**src/rtl/ksl_pkg.sv**
```systemverilog
// Shared types, constants and key code lookup for the key press classifier.
`default_nettype none

package ksl_pkg;

    localparam int unsigned NUM_KEYS = 4;
    localparam int unsigned KEY_W    = 2;
    localparam int unsigned CNT_W    = 8;
    localparam int unsigned CODE_W   = 4;

    localparam logic [CNT_W-1:0] IDLE_COUNT = 8'hFF;
    localparam logic [CNT_W-1:0] LONG_RESET = 8'd20;
    localparam logic [CNT_W-1:0] SHORT_RESET = 8'd20;

    // Configuration register indexes
    localparam logic REG_LONG_TICKS  = 1'b0;
    localparam logic REG_SHORT_LIMIT = 1'b1;

    // Input mode codes
    localparam logic MODE_TICK = 1'b0;
    localparam logic MODE_KEY  = 1'b1;

    // Result kinds
    localparam logic KIND_SHORT = 1'b0;
    localparam logic KIND_LONG  = 1'b1;

    // Key identifiers
    localparam logic [KEY_W-1:0] KEY_ACK  = 2'd0;
    localparam logic [KEY_W-1:0] KEY_UP   = 2'd1;
    localparam logic [KEY_W-1:0] KEY_DN   = 2'd2;
    localparam logic [KEY_W-1:0] KEY_NAK  = 2'd3;

    // Key codes reported to the host
    localparam logic [CODE_W-1:0] CODE_ACK  = 4'hF;
    localparam logic [CODE_W-1:0] CODE_UP   = 4'hD;
    localparam logic [CODE_W-1:0] CODE_DOWN = 4'hC;
    localparam logic [CODE_W-1:0] CODE_NAK  = 4'hE;

    // Result slot carried down the cell row
    typedef struct packed {
        logic              valid;
        logic [CODE_W-1:0] code;
        logic              kind;
    } t_slot;

    // Control broadcast from the sequencer to every cell
    typedef struct packed {
        logic             load;
        logic             shift;
        logic             tick;
        logic [KEY_W-1:0] key;
        logic             pressed;
        logic             link;
        logic [CNT_W-1:0] long_ticks;
        logic [CNT_W-1:0] short_limit;
    } t_cell_ctrl;

    function automatic logic [CODE_W-1:0] key_code(input logic [KEY_W-1:0] key);
        logic [CODE_W-1:0] code;
        case (key)
            KEY_ACK:  code = CODE_ACK;
            KEY_UP:   code = CODE_UP;
            KEY_DN:   code = CODE_DOWN;
            KEY_NAK:  code = CODE_NAK;
            default:  code = CODE_ACK;
        endcase
        return code;
    endfunction

endpackage

`default_nettype wire

```
**src/rtl/ksl_cell.sv**
```systemverilog
// One key cell: hold counter, press classification and one result slot of the drain row.
`default_nettype none

module ksl_cell (
    input  wire                           i_clk,
    input  wire                           i_rst_n,
    input  wire [ksl_pkg::KEY_W-1:0]      i_key_id,
    input  wire ksl_pkg::t_cell_ctrl      i_ctrl,
    input  wire ksl_pkg::t_slot           i_slot_up,
    input  wire                           i_any_up,
    output ksl_pkg::t_slot                o_slot,
    output logic                          o_any
);

    logic [ksl_pkg::CNT_W-1:0] r_cnt;
    logic [ksl_pkg::CNT_W-1:0] n_cnt;
    ksl_pkg::t_slot            r_slot;
    ksl_pkg::t_slot            n_slot;
    logic                      hit;
    logic                      fire;

    assign hit = !i_ctrl.tick && (i_ctrl.key == i_key_id);

    // Update the counter on a request and load or shift the result slot
    always_comb begin
        n_cnt  = r_cnt;
        n_slot = r_slot;
        fire   = 1'b0;
        if (i_ctrl.load) begin
            if (i_ctrl.tick) begin
                if (i_ctrl.link && (r_cnt < i_ctrl.long_ticks)) begin
                    n_cnt = r_cnt + 8'd1;
                    fire  = ((r_cnt + 8'd1) == i_ctrl.long_ticks);
                end
            end else if (hit) begin
                if (i_ctrl.pressed) begin
                    n_cnt = '0;
                end else begin
                    fire  = i_ctrl.link && (r_cnt < i_ctrl.short_limit);
                    n_cnt = ksl_pkg::IDLE_COUNT;
                end
            end
            n_slot.valid = fire;
            n_slot.code  = ksl_pkg::key_code(i_key_id);
            n_slot.kind  = i_ctrl.tick ? ksl_pkg::KIND_LONG : ksl_pkg::KIND_SHORT;
        end else if (i_ctrl.shift) begin
            n_slot = i_slot_up;
        end
    end

    always_ff @(posedge i_clk) begin
        if (!i_rst_n) begin
            r_cnt        <= ksl_pkg::IDLE_COUNT;
            r_slot.valid <= 1'b0;
        end else begin
            r_cnt        <= n_cnt;
            r_slot.valid <= n_slot.valid;
        end
        r_slot.code <= n_slot.code;
        r_slot.kind <= n_slot.kind;
    end

    // Pass slot down and flag any pending result here or above
    assign o_slot = r_slot;
    assign o_any  = r_slot.valid | i_any_up;

endmodule

`default_nettype wire

```
**src/rtl/key_short_long_press_classifier.sv**
```systemverilog
// Top level: configuration, request sequencer and the row of four key cells.
//
// Usage: requests arrive on i_valid/o_ready with i_mode, i_key_index, i_pressed
// and i_link_on. A request is either a 100 ms tick (i_mode = 0) or a press or
// release edge of one key. Results leave on o_valid/i_ready with o_key_code,
// o_press_kind and o_last; o_last marks the final result of a request.
// Each request is taken by all four cells at once. Results are then shifted
// out of the cell row toward cell 0, one slot per cycle while the row is not
// held; an empty slot at the head is skipped without waiting for the
// receiver, so results leave in key order, key 0 first. A request that
// yields no result holds o_ready low for one cycle. One request is in work
// at a time: o_ready stays low until the last result is taken.
// The drain row holds while i_ready is low and a result is shown.
// Reset (synchronous, active low) sets every hold counter idle (255), both
// thresholds to 20 ticks and clears all pending results. Registers are
// written through i_cfg_we/i_cfg_idx/i_cfg_data; the user must write them
// only while the block is idle, as the block itself does not enforce it.
`default_nettype none

module key_short_long_press_classifier (
    input  wire                              i_clk,
    input  wire                              i_rst_n,
    input  wire                              i_cfg_we,
    input  wire                              i_cfg_idx,
    input  wire [ksl_pkg::CNT_W-1:0]         i_cfg_data,
    input  wire                              i_valid,
    output logic                             o_ready,
    input  wire                              i_mode,
    input  wire [ksl_pkg::KEY_W-1:0]         i_key_index,
    input  wire                              i_pressed,
    input  wire                              i_link_on,
    output logic                             o_valid,
    input  wire                              i_ready,
    output logic [ksl_pkg::CODE_W-1:0]       o_key_code,
    output logic                             o_press_kind,
    output logic                             o_last
);

    typedef enum logic [1:0] {
        ST_IDLE  = 2'b01,
        ST_DRAIN = 2'b10
    } t_state;

    t_state                    r_state;
    t_state                    n_state;
    logic [ksl_pkg::CNT_W-1:0] r_long_ticks;
    logic [ksl_pkg::CNT_W-1:0] r_short_limit;
    ksl_pkg::t_cell_ctrl       ctrl;
    ksl_pkg::t_slot            slot_row [0:ksl_pkg::NUM_KEYS];
    logic                      any_row  [0:ksl_pkg::NUM_KEYS];
    logic                      accept;
    logic                      advance;

    // Hold configuration registers
    always_ff @(posedge i_clk) begin
        if (!i_rst_n) begin
            r_long_ticks  <= ksl_pkg::LONG_RESET;
            r_short_limit <= ksl_pkg::SHORT_RESET;
        end else if (i_cfg_we) begin
            case (i_cfg_idx)
                ksl_pkg::REG_LONG_TICKS:  r_long_ticks  <= i_cfg_data;
                ksl_pkg::REG_SHORT_LIMIT: r_short_limit <= i_cfg_data;
                default: ;
            endcase
        end
    end

    assign o_ready = (r_state == ST_IDLE);
    assign accept  = i_valid && o_ready;
    assign advance = (r_state == ST_DRAIN) && (!slot_row[0].valid || i_ready);

    // Broadcast control to the cells
    always_comb begin
        ctrl.load        = accept;
        ctrl.shift       = advance;
        ctrl.tick        = (i_mode == ksl_pkg::MODE_TICK);
        ctrl.key         = i_key_index;
        ctrl.pressed     = i_pressed;
        ctrl.link        = i_link_on;
        ctrl.long_ticks  = r_long_ticks;
        ctrl.short_limit = r_short_limit;
    end

    // Row end feeds empty slots
    assign slot_row[ksl_pkg::NUM_KEYS] = '0;
    assign any_row[ksl_pkg::NUM_KEYS]  = 1'b0;

    for (genvar g = 0; g < ksl_pkg::NUM_KEYS; g++) begin : g_cell
        ksl_cell u_cell (
            .i_clk     (i_clk),
            .i_rst_n   (i_rst_n),
            .i_key_id  (ksl_pkg::KEY_W'(g)),
            .i_ctrl    (ctrl),
            .i_slot_up (slot_row[g+1]),
            .i_any_up  (any_row[g+1]),
            .o_slot    (slot_row[g]),
            .o_any     (any_row[g])
        );
    end

    // Sequence: take a request, then drain until no slot is pending
    always_comb begin
        n_state = r_state;
        case (r_state)
            ST_IDLE: begin
                if (accept) begin
                    n_state = ST_DRAIN;
                end
            end
            ST_DRAIN: begin
                if (!any_row[0] || (advance && !any_row[1])) begin
                    n_state = ST_IDLE;
                end
            end
            default: n_state = ST_IDLE;
        endcase
    end

    always_ff @(posedge i_clk) begin
        if (!i_rst_n) begin
            r_state <= ST_IDLE;
        end else begin
            r_state <= n_state;
        end
    end

    // Present the head slot
    assign o_valid      = (r_state == ST_DRAIN) && slot_row[0].valid;
    assign o_key_code   = slot_row[0].code;
    assign o_press_kind = slot_row[0].kind;
    assign o_last       = !any_row[1];

`ifndef SYNTH
    a_idle_empty: assert property (@(posedge i_clk) disable iff (!i_rst_n)
        (r_state == ST_IDLE) |-> !any_row[0])
        else $error("pending result while idle");

    a_last_ends: assert property (@(posedge i_clk) disable iff (!i_rst_n)
        (o_valid && i_ready && o_last) |=> (r_state == ST_IDLE))
        else $error("drain continues after last result");

    a_tick_off_silent: assert property (@(posedge i_clk) disable iff (!i_rst_n)
        (accept && (i_mode == ksl_pkg::MODE_TICK) && !i_link_on) |=> !o_valid)
        else $error("result from tick with link off");

    a_code_range: assert property (@(posedge i_clk) disable iff (!i_rst_n)
        o_valid |-> (o_key_code >= ksl_pkg::CODE_DOWN))
        else $error("key code out of range");

    a_long_from_tick: assert property (@(posedge i_clk) disable iff (!i_rst_n)
        (accept && (i_mode == ksl_pkg::MODE_KEY)) |=> (!o_valid || o_last))
        else $error("edge produced more than one result");
`endif

endmodule

`default_nettype wire

```
**config.mk**
```make
export PLATFORM = sky130hd
export DESIGN_NAME = key_short_long_press_classifier
export DESIGN_NICKNAME = d
export VERILOG_FILES = /design/src/rtl/ksl_pkg.sv /design/src/rtl/ksl_cell.sv /design/src/rtl/key_short_long_press_classifier.sv
export SDC_FILE = /design/constraint.sdc
export NUM_CORES = 1
export LEC_CHECK = 0
export BUFFER_PORTS_ARGS = -buffer_cell sky130_fd_sc_hd__buf_2
export CORE_ASPECT_RATIO = 0.8
export CORE_MARGIN = 5
export CORE_UTILIZATION = 38
export DETAILED_ROUTE_END_ITERATION = 8
export PLACE_DENSITY_LB_ADDON = 0.08
export SLEW_MARGIN = 0
export SYNTH_ARGS = -nofsm -noshare
export SYNTH_HDL_FRONTEND = slang
export SYNTH_SLANG_ARGS = --single-unit
```
**constraint.sdc**
```tcl
create_clock -name i_clk -period 6.6 [get_ports i_clk]
set_clock_uncertainty 0.2 [all_clocks]
set_input_delay 1.65 -clock i_clk [delete_from_list [all_inputs] [get_ports i_clk]]
set_output_delay 1.65 -clock i_clk [all_outputs]
set_load 0.02 [all_outputs]
```
==> results of run 1 <==
==> metrics by stage <==
step / instance area (um2) / instances
2_1_floorplan: 5147 / 655
3_3_place_gp: 5330 / 821
3_5_place_dp: 5330 / 821
4_1_cts: 5657 / 837
5_1_grt: 5657 / 837
6_report: 5657 / 837
==> path summary, 6_finish.rpt <==
check                                           startpoint                         end  slack [ns]
worst max-delay path                                i_mode   g_cell[0].u_cell.r_cnt[0]        2.63
worst min-delay path            g_cell[1].u_cell.o_slot[1]  g_cell[1].u_cell.o_slot[1]        0.25
worst min register to register  g_cell[1].u_cell.o_slot[1]  g_cell[1].u_cell.o_slot[1]        0.25
worst max register to register             r_long_ticks[2]   g_cell[0].u_cell.r_cnt[0]        3.33
==> per-layer routing <==
metal,up-vias,GRT usage [%]
met5,-,0
met3,37,4.969
met4,0,8.522
li1,2388,-
met2,161,31.66
met1,2327,27.78
==> tightest hold or removal path: stages, from the launching register on <==
cell	delay [ns]
dfxtp_1	0.31
nand2_1	0.05
nand2_1	0.04
==> state kept, by name (all words and copies together), names as in the netlist <==
signal / cells
r_short_limit: 8
r_state: 2
g_cell.u_cell.r_cnt: 32
g_cell.u_cell.o_slot: 15
r_long_ticks: 8
==> area by class of cell <==
class                           count  area, um2  share of cell area [%]
Clock inverter                      7      101.3                   1.792
Inverter                           26      97.59                   1.725
Timing Repair Buffer               28      145.1                   2.566
Tap cell                          180      225.2                   3.981
Multi-Input combinational cell    522       3521                   62.24
Clock buffer                        9      225.2                   3.981
Sequential cell                    65       1341                   23.71
==> where the power goes <==
group / switching [uW] / leakage [uW] / internal (uW)
registers: 28.4 / 0.000537 / 414
logic: 147 / 0.00163 / 97.8
clock network: 199 / 0.000153 / 334
total: 375 / 0.00232 / 846
==> logic make-up (layout without fill, tap and decap cells) <==
| logic type | Yosys count | count (layout) |
|---|---|---|
| AND/OR/NAND/NOR | 212 | 212 |
| AO/OA/AOI/OAI | 208 | 208 |
| buffers and inverters | 68 | 70 |
| flip-flops | 65 | 65 |
| adder cells (fa/ha/maj) | 64 | 64 |
| XOR/XNOR | 37 | 37 |
| multiplexers | 1 | 1 |
==> synthesized netlist by cell type, types with 3 or more instances <==
library cell / n / share of area [%]
o311ai_1: 3 / 0.51
and2_1: 6 / 0.73
o2111ai_1: 3 / 0.51
a211oi_1: 8 / 1.2
o211ai_1: 16 / 2.3
edfxtp_1: 4 / 2.3
or2_2: 7 / 0.85
nor3_1: 7 / 0.68
nor2b_1: 11 / 1.3
a21oi_1: 57 / 5.5
buf_2: 6 / 0.58
nand2b_1: 16 / 1.9
or3_1: 5 / 0.61
buf_4: 4 / 0.58
nand3_1: 21 / 2.0
a31oi_1: 20 / 2.4
xnor2_1: 23 / 3.9
o21ai_0: 52 / 5.1
nand4_1: 11 / 1.3
and4_1: 3 / 0.51
a21o_1: 13 / 1.9
dfxtp_1: 61 / 24
o21ba_2: 6 / 1.2
ha_1: 64 / 16
and3_1: 5 / 0.61
clkbuf_1: 31 / 2.3
nor4_1: 3 / 0.36
xor2_1: 14 / 2.4
nand2_1: 72 / 5.3
o31ai_1: 3 / 0.44
nor2_1: 32 / 2.3
inv_1: 26 / 1.9
o22ai_1: 3 / 0.36
a211o_1: 6 / 1.0
==> impl_metrics.yaml, run 1 <==
synthesis:
  yosys_warnings: 0
  synth_mux_area_share_pct: 0.1945
  ys_ff_latch: 65
  synth_seq_area_share_pct: 26.06
  synth_top_family_by_area: "compound AO/OA/AOI/OAI gates"
  yosys.area_share.simple_pct: 20.90
  async_reset_ff_share_pct: 0
  synth-xor-area-share_pct: 6.296
  synth_ff_type: "dfxtp_1"
  synth_cell_type_count: 58
  syn_nets: 738
  synthCells: 655
  synth_edf_count: 4
  synthAdderAreaFrac_pct: 15.56
  synth-compound-area-share_pct: 25.45
  synth_area_um2: 5147
  synth.avg_cell_area_um2: 7.859
flow_run:
  drv_cap: 0
critical_path:
  cp.arrival_ns: 3.95
  path_cells: "buf_2 > inv_1 > buf_4 > or3_1 > o2111ai_1 > nand2_1 > o21ai_0 > o311ai_1"
  critPathRequiredTime_ns: 6.58
  cp-start-kind: "primary input"
  critical_path_class: "primary input to register"
  cp_max_fo: 36
  crit_family: "buffers and inverters"
  reg2reg_depth: 8
  endpoint_kind: "register"
  crit_buf_inv: 3
  crit_slowest_cell: "buf_2"
  cp.depth: 8
  slowest_delay_ns: 0.54
layout:
  final_common_cell: "nand2_1"
  fillers: 1406
  final_core_util_pct: 42.19
  drive_gt1_share_pct: 9.893
  num_antenna_cells: 0
  nets: 735
  final_cell_mix: "nand2_1, ha_1, dfxtp_1, a21oi_1, o21ai_0"
  synthToLayoutAreaGrowth_pct: 9.893
route:
  drt_iter0_drc: 327
  vias: 4913
  viasPerCell: 5.870
  finalWirelength_mm: 16.43
  wl_met3_um: 954
  postRouteAntennaNets: 0
  drt_pass1_iterations: 5
  drc_errors: 0
  wl_met1_mm: 7.873
  route.met2.wl_mm: 7.068
  top_layer_used: "met4"
  wl_per_cell_um: 19.63
die:
  rows: 38
  fp.dieH_um: 114.1
  start_util_pct: 38.39
  core_um2: 13410
  die_x_um: 140.1
  fp.dieArea_um2: 15990
  io_pins: 27
timing:
  slew_viol_final: 0
  setup_ws_ns: 2.628
  clock.fmax_mhz: 251.8
  max_slew_margin_pct: 39.69
  fin_setup_tns_ns: 0
  rsz0062_at_grt: "no"
  period_needed_ns: 3.972
  hold_viol: 0
  worst_pin_slew_ns: 0.9024
  whs_ns: 0.2474
  setup-violations-final: 0
  period_share_pct: 60.18
clock_tree:
  cts_root_buf: "clkbuf_16"
  cts_made_buffers: 9
  tritoncts: "yes"
  ctsHoldBuffers: 0
  clock_latency_ns: 0.34
  postCtsSetupBuffers: 0
  clockBufferDepth: 2
  htreeDepth: 3
  clock-sinks: 65
  path_clk_slew_ns: 0.06
  cts_resized: 0
global_route:
  grt_pass1_vias: 4642
  grt_usage_pct: 20.57
  grt_overflow_total: 0
  antenna_found_initial: 0
  grt_pass1_wl_mm: 25.74
  grt_max_degree: 41
run_status:
  status: "finished, final reports clean"
power:
  ir_worst_vdd_uv: 122.0
  p_leak_uw: 0.002322
  power.total_uw: 1220
  p_per_area_nw_per_um2: 215.8
placed_design:
  port-buffer-count: 26
  gp_congestion: 0.8478
  dp_hpwl_mm: 11.58
  dp_slack_ns: 2.329
hold_path:
  hold_class: "register to register"
  hold_path_depth: 2
No activity file was read; power rests on OpenSTA's default activity.
==> run 2, diff against run 1 <==
==> constraint.sdc (replaced) <==
create_clock -name i_clk -period 3.9 [get_ports i_clk]
set_clock_uncertainty 0.2 [all_clocks]
set_input_delay 0.975 -clock i_clk [delete_from_list [all_inputs] [get_ports i_clk]]
set_output_delay 0.975 -clock i_clk [all_outputs]
set_load 0.02 [all_outputs]
==> run 2 against run 1 <==
  * Non-clock buffer count up 10
  * Critical endpoint is now g_cell[2].u_cell.r_cnt[0]
  * Setup slack worse by 1.7 ns
  * Sequential power up 67%
  * Via count down 0.39%
==> impl_metrics.yaml, run 2 (same netlist as run 1, synthesis figures left out) <==
power:
  p_seq_share_pct: 35.7
  p_clk_share_pct: 43.4
  ir_worst_vdd_uv: 201.8
  p_sw_uw: 638.6
  power.total_uw: 2072
  p_leak_uw: 0.002372
  p_sw_share_pct: 30.82
  p_per_area_nw_per_um2: 362.0
  p_comb_share_pct: 20.9
  p_int_uw: 1434
clock_tree:
  ctsHoldBuffers: 0
  cts_made_buffers: 9
  clockBufferDepth: 2
  postCtsSetupBuffers: 0
  cts_root_buf: "clkbuf_16"
  tritoncts: "yes"
  clock_latency_ns: 0.35
  path_clk_slew_ns: 0.06
  clock-sinks: 65
  cts_resized: 0
  htreeDepth: 3
route:
  drt_iter0_drc: 374
  postRouteAntennaNets: 0
  drt_pass1_iterations: 5
  wl_met1_mm: 8.278
  viasPerCell: 5.778
  finalWirelength_mm: 16.65
  drc_errors: 0
  route.met2.wl_mm: 7.050
  wl_met3_um: 887
  wl_per_cell_um: 19.66
  top_layer_used: "met4"
  vias: 4894
placed_design:
  dp_hpwl_mm: 12.09
  placed_cells: 831
  port-buffer-count: 26
  gp_congestion: 0.8612
layout:
  nets: 745
  final_common_cell: "nand2_1"
  final_cell_mix: "nand2_1, ha_1, dfxtp_1, a21oi_1, o21ai_0"
  multi_input_area_um2: 3521
  drive_gt1_share_pct: 11.09
  num_antenna_cells: 0
  largest_register_ff_count: 32
  final_cells: 847
  seqCellArea_um2: 1341
  regMostFlops: "g_cell.u_cell.r_cnt"
  synthToLayoutAreaGrowth_pct: 11.21
  fillers: 1386
critical_path:
  cp_max_fo: 10
  critical_path_class: "register to register"
  critPathRequiredTime_ns: 3.94
  cp.arrival_ns: 3.01
  cp-start-kind: "register"
  endpoint_kind: "register"
die:
  die_x_um: 140.1
  rows: 38
  core_um2: 13410
  start_util_pct: 38.39
  io_pins: 27
  fp.dieArea_um2: 15990
  fp.dieH_um: 114.1
global_route:
  grt_pass1_vias: 4831
  grt_overflow_total: 0
  grt_max_degree: 27
  grt_pass1_wl_mm: 26.90
  antenna_found_initial: 0
  grt_usage_pct: 21.66
timing:
  rsz0062_at_grt: "no"
  period_share_pct: 76.30
  hold_viol: 0
  fin_setup_tns_ns: 0
  period_needed_ns: 2.976
  worst_pin_slew_ns: 0.7865
  max_slew_margin_pct: 47.51
  clock.fmax_mhz: 336.1
  slew_viol_final: 0
  setup-violations-final: 0
flow_run:
  drv_cap: 0
hold_path:
  hold_class: "register to register"
run_status:
  status: "finished, final reports clean"
[run 2: changes by cell type in the layout (fill, tap and decap cells not counted)]
cell | previous run | this run
buf_4 | 2 | 12
clkinv_1 | 0 | 1
clkinv_2 | 0 | 1
clkinvlp_4 | 2 | 1
inv_6 | 2 | 1
[run 2: layout make-up]
type / instances / area share, %
Tap cell: 180 / 3.934
Clock buffer: 9 / 3.934
Clock inverter: 7 / 1.639
Sequential cell: 65 / 23.43
Timing Repair Buffer: 38 / 3.847
Inverter: 26 / 1.705
Multi-Input combinational cell: 522 / 61.51
[run 2: final timing paths]
path	cells past startpoint	start	end	slack, ns
worst min register to register	2	g_cell[1].u_cell.o_slot[1]	g_cell[1].u_cell.o_slot[1]	0.25
worst max-delay path	7	r_long_ticks[6]	g_cell[2].u_cell.r_cnt[0]	0.92
worst max register to register	7	r_long_ticks[6]	g_cell[2].u_cell.r_cnt[0]	0.92
worst min-delay path	2	g_cell[1].u_cell.o_slot[1]	g_cell[1].u_cell.o_slot[1]	0.25
[run 2: per-stage QoR]
step,setup WS (ns),utilization [%],instance area [um2],hold WS [ns]
floorplan,1.254,-,5147,0.2227
detailed placement,0.9245,40.31,5405,0.2516
finish,0.9243,42.69,5724,0.2515
CTS,1.009,42.69,5724,0.2610
global placement,0.9732,40.31,5405,0.2354
global route,0.6994,42.69,5724,0.2822
[run 2: critical path, stage by stage, from the launching register on]
cell and delay, ns:
dfxtp_1 0.73, inv_1 0.32, ha_1 0.28, a211oi_1 0.20, o21ai_0 0.18, o21ai_1 0.48
nand2_1 0.16, o311ai_0 0.31
[run 2: power groups by stage]
stage / Sequential [uW] / Combinational [uW] / Clock (uW)
2_1_floorplan: 736 / 319 / 0
3_3_place_gp: 754 / 420 / 0
3_5_place_dp: 754 / 426 / 0
4_1_cts: 739 / 430 / 918
5_1_grt: 745 / 486 / 950
6_report: 740 / 433 / 899
[run 2: layer usage]
layer | vias up | global-route usage (%)
li1 | 2400 | -
met1 | 2329 | 30.05
met2 | 135 | 33.03
met3 | 30 | 4.802
met4 | 0 | 8.199
met5 | - | 0
==> run 3, diff against run 2 <==
==> constraint.sdc (replaced) <==
create_clock -name i_clk -period 3.1 [get_ports i_clk]
set_clock_uncertainty 0.2 [all_clocks]
set_input_delay 0.775 -clock i_clk [delete_from_list [all_inputs] [get_ports i_clk]]
set_output_delay 0.775 -clock i_clk [all_outputs]
set_load 0.02 [all_outputs]
==> run 3 against run 2 <==
  * Fmax rose by 8.1%
  * Hold slack got worse by 0.0043 ns
  * Critical endpoint is now g_cell[3].u_cell.r_cnt[7]
  * First-iteration DRC count rose by 28%
  * Largest power group unchanged
  * Setup slack got worse by 0.58 ns
==> impl_metrics.yaml, run 3 (same netlist as run 1, synthesis figures left out) <==
global_route:
  grt.busiest_layer: "met2"
  grt_pass1_vias: 4731
  met3_usage_pct: 4.175
  grt_pass1_wl_mm: 27.31
  grt_max_degree: 38
  met1_usage_pct: 31.87
  met2_usage_pct: 33.58
  grt_usage_pct: 22.07
  grt_overflow_total: 0
  antenna_found_initial: 0
flow_run:
  drv_cap: 0
route:
  vias: 4991
  drc_errors: 0
  finalWirelength_mm: 17.15
  drt_iter0_drc: 478
  wl_per_cell_um: 19.95
  viasPerCell: 5.803
  postRouteAntennaNets: 0
  drt_pass1_iterations: 5
critical_path:
  crit_start: "r_long_ticks[2]"
  critical_path_class: "register to register"
  cp-start-kind: "register"
  critPathRequiredTime_ns: 3.17
  reg2reg_depth: 8
  cp.arrival_ns: 2.82
  cp_max_fo: 11
  endpoint_kind: "register"
  reg2reg_from: "r_long_ticks[2]"
  worst_r2r_endpoint: "g_cell[3].u_cell.r_cnt[7]"
  endpoint: "g_cell[3].u_cell.r_cnt[7]"
  worst-r2r-setup-slack_ns: 0.35
layout:
  final_common_cell: "nand2_1"
  largest_register_ff_count: 32
  design_area_um2: 5791
  num_antenna_cells: 0
  nets: 758
  fillers: 1390
  synthToLayoutAreaGrowth_pct: 12.49
  final_cell_mix: "nand2_1, ha_1, dfxtp_1, a21oi_1, o21ai_0"
  regMostFlops: "g_cell.u_cell.r_cnt"
  drive_gt1_share_pct: 12.50
die:
  io_pins: 27
  start_util_pct: 38.39
  rows: 38
  core_um2: 13410
  fp.dieH_um: 114.1
  fp.dieArea_um2: 15990
  die_x_um: 140.1
placed_design:
  dp_hpwl_mm: 12.33
  gp_congestion: 0.8592
  placed_cell_area_um2: 5503
  port-buffer-count: 26
timing:
  hold_viol: 0
  slew_viol_final: 0
  setup-violations-final: 0
  clock.fmax_mhz: 363.4
  worst_pin_slew_ns: 0.6966
  fin_setup_tns_ns: 0
  rsz0062_at_grt: "no"
  whs_ns: 0.2472
  period_share_pct: 88.77
  max_slew_margin_pct: 53.46
  period_needed_ns: 2.752
clock_tree:
  cts_made_buffers: 9
  cts_root_buf: "clkbuf_16"
  htreeDepth: 3
  clockBufferDepth: 2
  postCtsSetupBuffers: 0
  cts_resized: 0
  tritoncts: "yes"
  clock-sinks: 65
  path_clk_slew_ns: 0.06
  ctsHoldBuffers: 0
  clock_latency_ns: 0.34
hold_path:
  hold_class: "register to register"
power:
  ir_worst_vdd_uv: 296.4
  p_leak_uw: 0.002417
  p_per_area_nw_per_um2: 433.4
run_status:
  status: "finished, final reports clean"
==> run 3: changes by cell type in the layout (fill, tap and decap cells not counted), sizes merged <==
cell / before / now
clkinv: 3 / 4
inv: 27 / 26
buf: 38 / 51
clkbuf: 9 / 10
bufinv: 2 / 1
==> run 3: how the worst min path moves through the flow <==
stage	from	to	slack, ns	cells after the start
after floorplan	g_cell[1].u_cell.o_slot[1]	g_cell[1].u_cell.o_slot[1]	0.22	2
after global placement	g_cell[1].u_cell.o_slot[1]	g_cell[1].u_cell.o_slot[1]	0.24	2
after detailed placement	g_cell[1].u_cell.o_slot[1]	g_cell[1].u_cell.o_slot[1]	0.24	2
after CTS	g_cell[1].u_cell.o_slot[1]	g_cell[1].u_cell.o_slot[1]	0.25	2
after global routing	r_short_limit[3]	r_short_limit[3]	0.28	2
final	g_cell[1].u_cell.o_slot[1]	g_cell[1].u_cell.o_slot[1]	0.25	2
==> run 3: cell type report <==
| class | instances | area (um2) | area share [%] |
|---|---|---|---|
| repair buffers | 51 | 317.8 | 5.488 |
| multi-input cells | 522 | 3521 | 60.80 |
| inverters | 26 | 97.59 | 1.685 |
| flip-flops and latches | 65 | 1341 | 23.16 |
| well taps | 180 | 225.2 | 3.889 |
| clock buffers | 10 | 229.0 | 3.954 |
| clock inverters | 6 | 58.81 | 1.016 |
==> run 3: critical path: stages (launching register included) <==
cell and delay, ns:
dfxtp_1 0.31, inv_1 0.41, ha_1 0.32, o21ai_0 0.15, a21oi_1 0.09, o211ai_1 0.42, nand2_1 0.36, o21ba_2 0.30
o21ai_0 0.12
==> run 3: stage by stage <==
stage | std cells | utilization (%) | power (uW) | worst slack [ns]
floorplan | 655 | - | 1326 | 0.6307
global placement | 844 | 41.04 | 1492 | 0.3892
detailed placement | 844 | 41.04 | 1501 | 0.3746
CTS | 860 | 43.19 | 2524 | 0.3595
global route | 860 | 43.19 | 2641 | 0.1525
finish | 860 | 43.19 | 2509 | 0.3480
==> run 3: report_power, final <==
group / internal [uW] / switching (uW)
Combinational: 226 / 343
Sequential: 882 / 41.3
Clock: 617 / 400
Total: 1730 / 784
==> run 3: per-layer routing <==
metal	wire length [um]	part of all wire (%)	vias up
met4	261	1.5	0
met5	0	0	-
li1	-	-	2428
met3	1084	6.3	16
met1	8375	49	2377
met2	7431	43	170
